`src/hdl/bcdce_pkg.sv`:
```
// Package for the BCD clock field editor: request and position codes,
// register addresses, result struct and the BCD stepping functions.
// Depends on nothing.
package bcdce_pkg;

  // Request codes
  typedef enum logic [1:0] {
    REQ_LEFT  = 2'd0,
    REQ_RIGHT = 2'd1,
    REQ_INC   = 2'd2,
    REQ_DEC   = 2'd3
  } req_e;

  // Cursor positions around the ring
  typedef enum logic [3:0] {
    POS_HOME    = 4'd0,
    POS_YEAR    = 4'd1,
    POS_MONTH   = 4'd2,
    POS_DATE    = 4'd3,
    POS_WEEKDAY = 4'd4,
    POS_AMPM    = 4'd5,
    POS_HOUR    = 4'd6,
    POS_MINUTE  = 4'd7,
    POS_SECOND  = 4'd8
  } pos_e;

  // Clock register addresses
  localparam logic [2:0] ADDR_SECOND  = 3'd0;
  localparam logic [2:0] ADDR_MINUTE  = 3'd1;
  localparam logic [2:0] ADDR_HOUR    = 3'd2;
  localparam logic [2:0] ADDR_WEEKDAY = 3'd3;
  localparam logic [2:0] ADDR_DATE    = 3'd4;
  localparam logic [2:0] ADDR_MONTH   = 3'd5;
  localparam logic [2:0] ADDR_YEAR    = 3'd6;

  // Field limits and bit masks
  localparam logic [7:0] YEAR_MAX   = 8'h99;
  localparam logic [7:0] MONTH_MAX  = 8'h12;
  localparam logic [7:0] DATE_MAX   = 8'h31;
  localparam logic [7:0] SEXA_MAX   = 8'h59;
  localparam logic [7:0] WDAY_MAX   = 8'h07;
  localparam logic [7:0] ZERO_MIN   = 8'h00;
  localparam logic [7:0] ONE_MIN    = 8'h01;
  localparam logic [7:0] HOUR_MAX   = 8'h12;
  localparam logic [7:0] DIGIT_MASK = 8'h1F;
  localparam logic [7:0] HIGH_MASK  = 8'hE0;
  localparam logic [7:0] PM_BIT     = 8'h20;
  localparam logic [7:0] MODE12_BIT = 8'h40;

  // Reciprocal of ten for an 8-bit dividend: q = (v * 205) >> 11
  localparam logic [15:0] RECIP10       = 16'd205;
  localparam int          RECIP10_SHIFT = 11;

  // One result word
  typedef struct packed {
    logic [3:0] cursor_pos;
    logic       write_enable;
    logic [2:0] reg_address;
    logic [7:0] write_value;
  } result_t;

  // Convert to binary, step by one with 8-bit wrap, convert back truncated
  function automatic logic [7:0] bcd_step(input logic [7:0] b, input logic up);
    logic [7:0]  v;
    logic [15:0] prod;
    logic [4:0]  q;
    logic [7:0]  r;
    v    = 8'(({4'd0, b[7:4]} * 8'd10) + {4'd0, b[3:0]});
    v    = up ? 8'(v + 8'd1) : 8'(v - 8'd1);
    prod = 16'(v) * RECIP10;
    q    = 5'(prod >> RECIP10_SHIFT);
    r    = 8'(v - 8'(8'(q) * 8'd10));
    return 8'(8'({q, 4'b0000}) + r);
  endfunction

  // BCD step with wrap between lo and hi
  function automatic logic [7:0] wrap_step(input logic [7:0] b, input logic up,
                                           input logic [7:0] lo, input logic [7:0] hi);
    if (up) begin
      return (b == hi) ? lo : bcd_step(b, 1'b1);
    end else begin
      return (b == lo) ? hi : bcd_step(b, 1'b0);
    end
  endfunction

  // Hour digits step 01..12, upper bits kept, 12-hour mode bit set
  function automatic logic [7:0] hour_step(input logic [7:0] b, input logic up);
    logic [7:0] digits;
    logic [7:0] nd;
    digits = b & DIGIT_MASK;
    if (up) begin
      nd = (digits == HOUR_MAX) ? ONE_MIN : (bcd_step(digits, 1'b1) & DIGIT_MASK);
    end else begin
      nd = (digits == ONE_MIN) ? HOUR_MAX : (bcd_step(digits, 1'b0) & DIGIT_MASK);
    end
    return (b & HIGH_MASK) | MODE12_BIT | nd;
  endfunction

  // Weekday steps in binary over 1..7
  function automatic logic [7:0] wday_step(input logic [7:0] b, input logic up);
    if (up) begin
      return (b == WDAY_MAX) ? ONE_MIN : 8'(b + 8'd1);
    end else begin
      return (b == ONE_MIN) ? WDAY_MAX : 8'(b - 8'd1);
    end
  endfunction

endpackage

```
`src/hdl/bcdce_if.sv`:
```
// Valid/ready channel interfaces for the BCD clock field editor.
// Depends on nothing.
interface bcdce_req_if;
  logic       valid;
  logic       ready;
  logic [1:0] req_type;
  logic [7:0] field_now;

  modport source (output valid, output req_type, output field_now, input ready);
  modport sink   (input valid, input req_type, input field_now, output ready);
endinterface

interface bcdce_res_if;
  logic       valid;
  logic       ready;
  logic [3:0] cursor_pos;
  logic       write_enable;
  logic [2:0] reg_address;
  logic [7:0] write_value;

  modport source (output valid, output cursor_pos, output write_enable,
                  output reg_address, output write_value, input ready);
  modport sink   (input valid, input cursor_pos, input write_enable,
                  input reg_address, input write_value, output ready);
endinterface

```
`src/hdl/bcdce_step.sv`:
```
// Combinational step of the editor: moves the cursor or computes the new
// register byte for the selected field. Depends on bcdce_pkg.
module bcdce_step (
  input  logic [3:0]        cursor_i,
  input  logic [1:0]        req_type_i,
  input  logic [7:0]        field_now_i,
  output bcdce_pkg::result_t result_o
);
  import bcdce_pkg::*;

  pos_e       cur;
  req_e       req;
  logic       up;
  logic [3:0] next_pos;
  logic       we;
  logic [2:0] addr;
  logic [7:0] val;

  // Treat an out-of-ring cursor as home
  assign cur = (cursor_i > POS_SECOND) ? POS_HOME : pos_e'(cursor_i);
  assign req = req_e'(req_type_i);
  assign up  = (req == REQ_INC);

  // Move the cursor
  always_comb begin
    next_pos = cur;
    unique case (req)
      REQ_LEFT:  next_pos = (cur == POS_HOME) ? POS_SECOND : 4'(cur - 4'd1);
      REQ_RIGHT: next_pos = (cur == POS_SECOND) ? POS_HOME : 4'(cur + 4'd1);
      REQ_INC, REQ_DEC: next_pos = cur;
      default:   next_pos = cur;
    endcase
  end

  // Compute the field write
  always_comb begin
    we   = 1'b0;
    addr = ADDR_SECOND;
    val  = 8'h00;
    if (req == REQ_INC || req == REQ_DEC) begin
      we = 1'b1;
      unique case (cur)
        POS_YEAR: begin
          addr = ADDR_YEAR;
          val  = wrap_step(field_now_i, up, ZERO_MIN, YEAR_MAX);
        end
        POS_MONTH: begin
          addr = ADDR_MONTH;
          val  = wrap_step(field_now_i, up, ONE_MIN, MONTH_MAX);
        end
        POS_DATE: begin
          addr = ADDR_DATE;
          val  = wrap_step(field_now_i, up, ONE_MIN, DATE_MAX);
        end
        POS_WEEKDAY: begin
          addr = ADDR_WEEKDAY;
          val  = wday_step(field_now_i, up);
        end
        POS_AMPM: begin
          addr = ADDR_HOUR;
          val  = field_now_i ^ PM_BIT;
        end
        POS_HOUR: begin
          addr = ADDR_HOUR;
          val  = hour_step(field_now_i, up);
        end
        POS_MINUTE: begin
          addr = ADDR_MINUTE;
          val  = wrap_step(field_now_i, up, ZERO_MIN, SEXA_MAX);
        end
        POS_SECOND: begin
          addr = ADDR_SECOND;
          val  = wrap_step(field_now_i, up, ZERO_MIN, SEXA_MAX);
        end
        default: begin
          // Home: nothing to write
          we = 1'b0;
        end
      endcase
    end
  end

  assign result_o = '{cursor_pos: next_pos, write_enable: we,
                      reg_address: addr, write_value: val};

endmodule

```
`src/hdl/bcd_clock_field_editor.sv`:
```
// Top level of the BCD clock field editor: input register, step logic and
// result register. Depends on bcdce_pkg, bcdce_if and bcdce_step.

// Each accepted request word gives one result word, which passes through
// the input register and then the result register. A new request is
// taken every cycle as long as the result side keeps draining; the cursor
// register is updated as a request leaves the input register, so back-to-back
// moves and edits see each other's cursor. The editor powers up at home,
// where increment and decrement give a result with write_enable low.
module bcd_clock_field_editor (
  input  logic clk_i,
  input  logic rst_ni,
  bcdce_req_if.sink   req_i,
  bcdce_res_if.source res_o
);
  import bcdce_pkg::*;

  logic       in_valid_q;
  logic [1:0] req_type_q;
  logic [7:0] field_now_q;
  logic [3:0] cursor_q;
  logic [3:0] cursor_d;
  logic       out_valid_q;
  result_t    result_q;
  result_t    result_d;
  logic       out_free;
  logic       adv;
  logic       take;

  // Handshake: result stage frees when empty or taken; input stage advances into it
  assign out_free    = !out_valid_q || res_o.ready;
  assign adv         = in_valid_q && out_free;
  assign req_i.ready = !in_valid_q || adv;
  assign take        = req_i.valid && req_i.ready;

  bcdce_step u_step (
    .cursor_i    (cursor_q),
    .req_type_i  (req_type_q),
    .field_now_i (field_now_q),
    .result_o    (result_d)
  );

  assign cursor_d = adv ? result_d.cursor_pos : cursor_q;

  // Hold control state
  always_ff @(posedge clk_i or negedge rst_ni) begin
    if (!rst_ni) begin
      in_valid_q  <= 1'b0;
      out_valid_q <= 1'b0;
      cursor_q    <= POS_HOME;
    end else begin
      if (req_i.ready) begin
        in_valid_q <= req_i.valid;
      end
      if (out_free) begin
        out_valid_q <= in_valid_q;
      end
      cursor_q <= cursor_d;
    end
  end

  // Capture the request word
  always_ff @(posedge clk_i) begin
    if (take) begin
      req_type_q  <= req_i.req_type;
      field_now_q <= req_i.field_now;
    end
  end

  // Capture the result word
  always_ff @(posedge clk_i) begin
    if (adv) begin
      result_q <= result_d;
    end
  end

  assign res_o.valid        = out_valid_q;
  assign res_o.cursor_pos   = result_q.cursor_pos;
  assign res_o.write_enable = result_q.write_enable;
  assign res_o.reg_address  = result_q.reg_address;
  assign res_o.write_value  = result_q.write_value;

endmodule

```
`src/flat_wrapper.sv`:
```
// flat-port wrapper written by rule: the top's interface ports become plain ports
module bcd_clock_field_editor_flat import bcdce_pkg::*;
  (clk_i, rst_ni, req_i_valid, req_i_req_type, req_i_field_now, req_i_ready, res_o_valid, res_o_cursor_pos, res_o_write_enable, res_o_reg_address, res_o_write_value, res_o_ready);
  bcdce_req_if req_i_i ();
  bcdce_res_if res_o_i ();
  input  logic clk_i;
  input  logic rst_ni;
  input wire logic [$bits(req_i_i.valid)-1:0] req_i_valid;
  input wire logic [$bits(req_i_i.req_type)-1:0] req_i_req_type;
  input wire logic [$bits(req_i_i.field_now)-1:0] req_i_field_now;
  output wire logic [$bits(req_i_i.ready)-1:0] req_i_ready;
  output wire logic [$bits(res_o_i.valid)-1:0] res_o_valid;
  output wire logic [$bits(res_o_i.cursor_pos)-1:0] res_o_cursor_pos;
  output wire logic [$bits(res_o_i.write_enable)-1:0] res_o_write_enable;
  output wire logic [$bits(res_o_i.reg_address)-1:0] res_o_reg_address;
  output wire logic [$bits(res_o_i.write_value)-1:0] res_o_write_value;
  input wire logic [$bits(res_o_i.ready)-1:0] res_o_ready;
  assign req_i_i.valid = req_i_valid;
  assign req_i_i.req_type = req_i_req_type;
  assign req_i_i.field_now = req_i_field_now;
  assign req_i_ready = req_i_i.ready;
  assign res_o_valid = res_o_i.valid;
  assign res_o_cursor_pos = res_o_i.cursor_pos;
  assign res_o_write_enable = res_o_i.write_enable;
  assign res_o_reg_address = res_o_i.reg_address;
  assign res_o_write_value = res_o_i.write_value;
  assign res_o_i.ready = res_o_ready;
  bcd_clock_field_editor u_core (.clk_i(clk_i), .rst_ni(rst_ni), .req_i(req_i_i), .res_o(res_o_i));
endmodule
```
`config.mk`:
```
export PLATFORM = sky130hd
export DESIGN_NAME = bcd_clock_field_editor_flat
export DESIGN_NICKNAME = d
export VERILOG_FILES = /design/src/hdl/bcdce_pkg.sv /design/src/hdl/bcdce_if.sv /design/src/hdl/bcdce_step.sv /design/src/hdl/bcd_clock_field_editor.sv /design/src/flat_wrapper.sv
export SDC_FILE = /design/constraint.sdc
export NUM_CORES = 1
export LEC_CHECK = 0
export BUFFER_PORTS_ARGS = -buffer_cell sky130_fd_sc_hd__buf_4
export CORE_MARGIN = 1.5
export CORE_UTILIZATION = 45
export DETAILED_ROUTE_END_ITERATION = 16
export GPL_TIMING_DRIVEN = 1
export MAX_ROUTING_LAYER = met4
export SLEW_MARGIN = 0
export SYNTH_ARGS = -nofsm -noshare
export SYNTH_HDL_FRONTEND = slang
export SYNTH_HIERARCHICAL = 1
export SYNTH_SLANG_ARGS = --single-unit
```
`constraint.sdc`:
```
create_clock -name clk_i -period 16.34 [get_ports clk_i]
set_clock_uncertainty 0.2 [all_clocks]
set_input_delay 0.817 -clock clk_i [delete_from_list [all_inputs] [get_ports clk_i]]
set_output_delay 0.817 -clock clk_i [all_outputs]
set_load 0.01 [all_outputs]
```
==> flow_summary_export.csv <==
group,metric,value,unit
timing,final-setup-viol-count,0,
routing,num_vias,6451,
logic_synthesis,async_reset_ff_share,18.8,%
routing,top_layer,"met4",
floorplanning,die_h,138,um
logic_synthesis,synth_cell_types,73,
layout,diodes,0,
timing,finalSetupTns,0,ns
global_route,grt_pass1_wl,32200,um
floorplanning,chipWidth,138,um
timing,post-route-period-util,60.6,%
clock_network,post_cts_buffers,0,
clock_network,root_buffer,"clkbuf_16",
logic_synthesis,synth_top_area_cell,"ha_1",
routing,drt_wl_total,18500,um
global_route,grt.overflow.total,0,
logic_synthesis,yosysWarnings,6,
worst_setup_path,slowest_delay,0.60,ns
worst_setup_path,worst_setup_path_end_kind,"flip-flop",
logic_synthesis,synth_nets,1200,
timing,fmax,0.101,GHz
logic_synthesis,synth_seq_area_share,11.3,%
global_route,grt_max_degree,25,
floorplanning,core,18000,sq um
floorplanning,placementRows,49,
worst_setup_path,slowest_stage,"edfxtp_1",
place,dpl.hpwl,15500,um
timing,grt_setup_unrepaired,"no",
worst_setup_path,required,16.15,ns
timing,slew_headroom,48.9,%
routing,ant_nets,0,
timing,fin_crit,9.90,ns
place,gp_congestion,0.948,
layout,layout.nets,1218,
layout,drive_above_1_share,6.45,%
routing,met1_length,9300,um
logic_synthesis,synth-seq-cells,32,
logic_synthesis,synthTopCellsByArea,"ha_1, fa_1, edfxtp_1",
clock_network,cts_hold_buf,0,
logic_synthesis,synthesis.instances,927,
worst_setup_path,critPathLaunch,"u_core/field_now_q[5]$_DFFE_PP_",
clock_network,cts.clk_slew.worst_paths,0.06,ns
clock_network,clock-sinks,32,
clock_network,cts_made_buffers,5,
routing,routed-wl-met2,8250,um
place,io_buffer_count,31,
layout,area_growth,7.26,%
global_route,antenna_found_initial,0,
clock_network,h-tree-depth,2,
worst_setup_path,cp_max_fo,15,
status,outcome,"finished, final reports clean",
floorplanning,io_pins,32,
global_route,first_global_vias,6563,
worst_hold_path,hold_class,"input port to asynchronous set/reset pin",
routing,drc,0,
logic_synthesis,synth-main-ff-cell,"edfxtp_1",
routing,met3_length,739,um
worst_setup_path,worstPathArrival,9.71,ns
timing,finalMaxSlewViolations,0,
logic_synthesis,avgSynthCellArea,8.87,sq um
worst_setup_path,crit_type,"flip-flop to flip-flop",
routing,drt-wirelength-per-cell,15.8,um
global_route,gr-usage-all-layers,20.9,%
clock_network,post_cts_resized,0,
floorplanning,initial_utilization,45.8,%
worst_setup_path,regToRegStartpoint,"u_core/field_now_q[5]$_DFFE_PP_",
clock_network,cts_buffer_depth,2,
timing,hold_violations,0,
layout,layout_common_cells,"ha_1, inv_1, nand2_1, a21oi_1",
clock_network,cts_tree,"done",
job,maxCapViolCount,0,
logic_synthesis,synth_top_area_share,32.0,%
layout,fill_cells,1743,
worst_setup_path,crit_path_start_kind,"flip-flop",
logic_synthesis,synth-edff-count,26,
routing,initialDrtViolationCount,433,
clock_network,clk-insertion-delay-late,0.28,ns
timing,worstMarginPinSlew,0.767,ns
routing,drtPass1Iterations,5,
routing,vias_per_cell,5.49,
floorplanning,die-area,19100,sq um
layout,layout_commonest_cell,"ha_1",
logic_synthesis,synth_area,8220,sq um
==> cells by family (layout without fill, tap and decap cells) <==
logic type / count (synthesis) / in the layout / share of synthesized area, %
adders and majority gates: 259 / 259 / 43.9
and+or+nand+nor: 205 / 205 / 12.7
xor gates and xnor gates: 81 / 81 / 9.22
DFF: 32 / 32 / 11.3
buffers and inverters: 164 / 183 / 7.59
muxes: 6 / 6 / 0.974
AOI/OAI and AO/OA: 180 / 180 / 14.3
==> state kept, by name, indices dropped and copies added, names as in the netlist <==
signal	flops
u_core/field_now_q	8
u_core/res_o.write_value	8
u_core/in_valid_q	1
u_core/res_o.write_enable	1
u_core/req_type_q	2
u_core/res_o.reg_address	3
u_core/res_o.cursor_pos	4
u_core/cursor_q	4
u_core/res_o.valid	1
==> worst max-delay path: cells and delay by family, from the launching register on <==
family | cells | cell delay, ns
compound gates | 7 | 1.35
xor+xnor | 7 | 1.98
flops | 1 | 0.60
simple gates | 2 | 0.51
buf+inv | 4 | 0.24
fa+ha+maj | 12 | 4.74
==> cell type report <==
| class | instances | area, sq um | area share (%) |
|---|---|---|---|
| Sequential cell | 32 | 931 | 10.6 |
| Clock buffer | 7 | 143 | 1.62 |
| Inverter | 141 | 529 | 6.00 |
| Timing Repair Buffer | 34 | 255 | 2.89 |
| Tap cell | 229 | 287 | 3.25 |
| Multi-Input combinational cell | 731 | 6670 | 75.6 |
| Clock inverter | 1 | 7.51 | 0.0851 |
==> worst paths after layout <==
path / end / slack [ns] / cells past startpoint
worst max-delay path: u_core/res_o.write_value[7]$_DFFE_PP_ / 6.44 / 32
worst min-delay path: u_core/cursor_q[3]$_DFFE_PN0P_ / 0.13 / 1
worst max register to register: u_core/res_o.write_value[7]$_DFFE_PP_ / 6.44 / 32
worst min register to register: u_core/res_o.valid$_DFFE_PN0P_ / 0.36 / 1
max in group asynchronous: u_core/in_valid_q$_DFFE_PN0P_ / 15.69 / 1
min in group clk_i: u_core/res_o.valid$_DFFE_PN0P_ / 0.36 / 1
==> cell usage after synthesis, drive strengths merged (5+ instances only) <==
library cell / instances
ha: 210
inv: 141
nand2: 57
a21oi: 53
fa: 49
nor2: 49
xnor2: 49
o21ai: 39
xor2: 29
edfxtp: 26
nand3: 19
clkbuf: 18
nor3: 17
a21o: 16
a31oi: 12
nor2b: 11
a211oi: 10
nand2b: 10
a21boi: 6
a22oi: 6
and2: 6
and3: 6
dfrtp: 6
buf: 5
nor3b: 5
==> metrics by stage <==
stage	std cells	utilization, %	worst slack [ns]	instance area [sq um]	hold WS (ns)
finish	1175	49.1	6.44	8820	0.134
global route	1175	49.1	5.83	8820	0.129
CTS	1175	49.1	6.33	8820	0.128
detailed placement	1167	48.3	6.37	8670	0.336
global placement	1167	48.3	6.63	8670	0.355
floorplan	927	-	7.37	8220	0.312
==> routing by layer <==
metal,track usage (%),up-vias
li1,-,3244
met3,2.60,22
met1,29.1,3030
met5,-,-
met4,3.38,0
met2,33.1,155
Power is left out: the tool's default activity adds up to more than one toggle a clock period on the data nets, which glitch-free logic cannot reach.
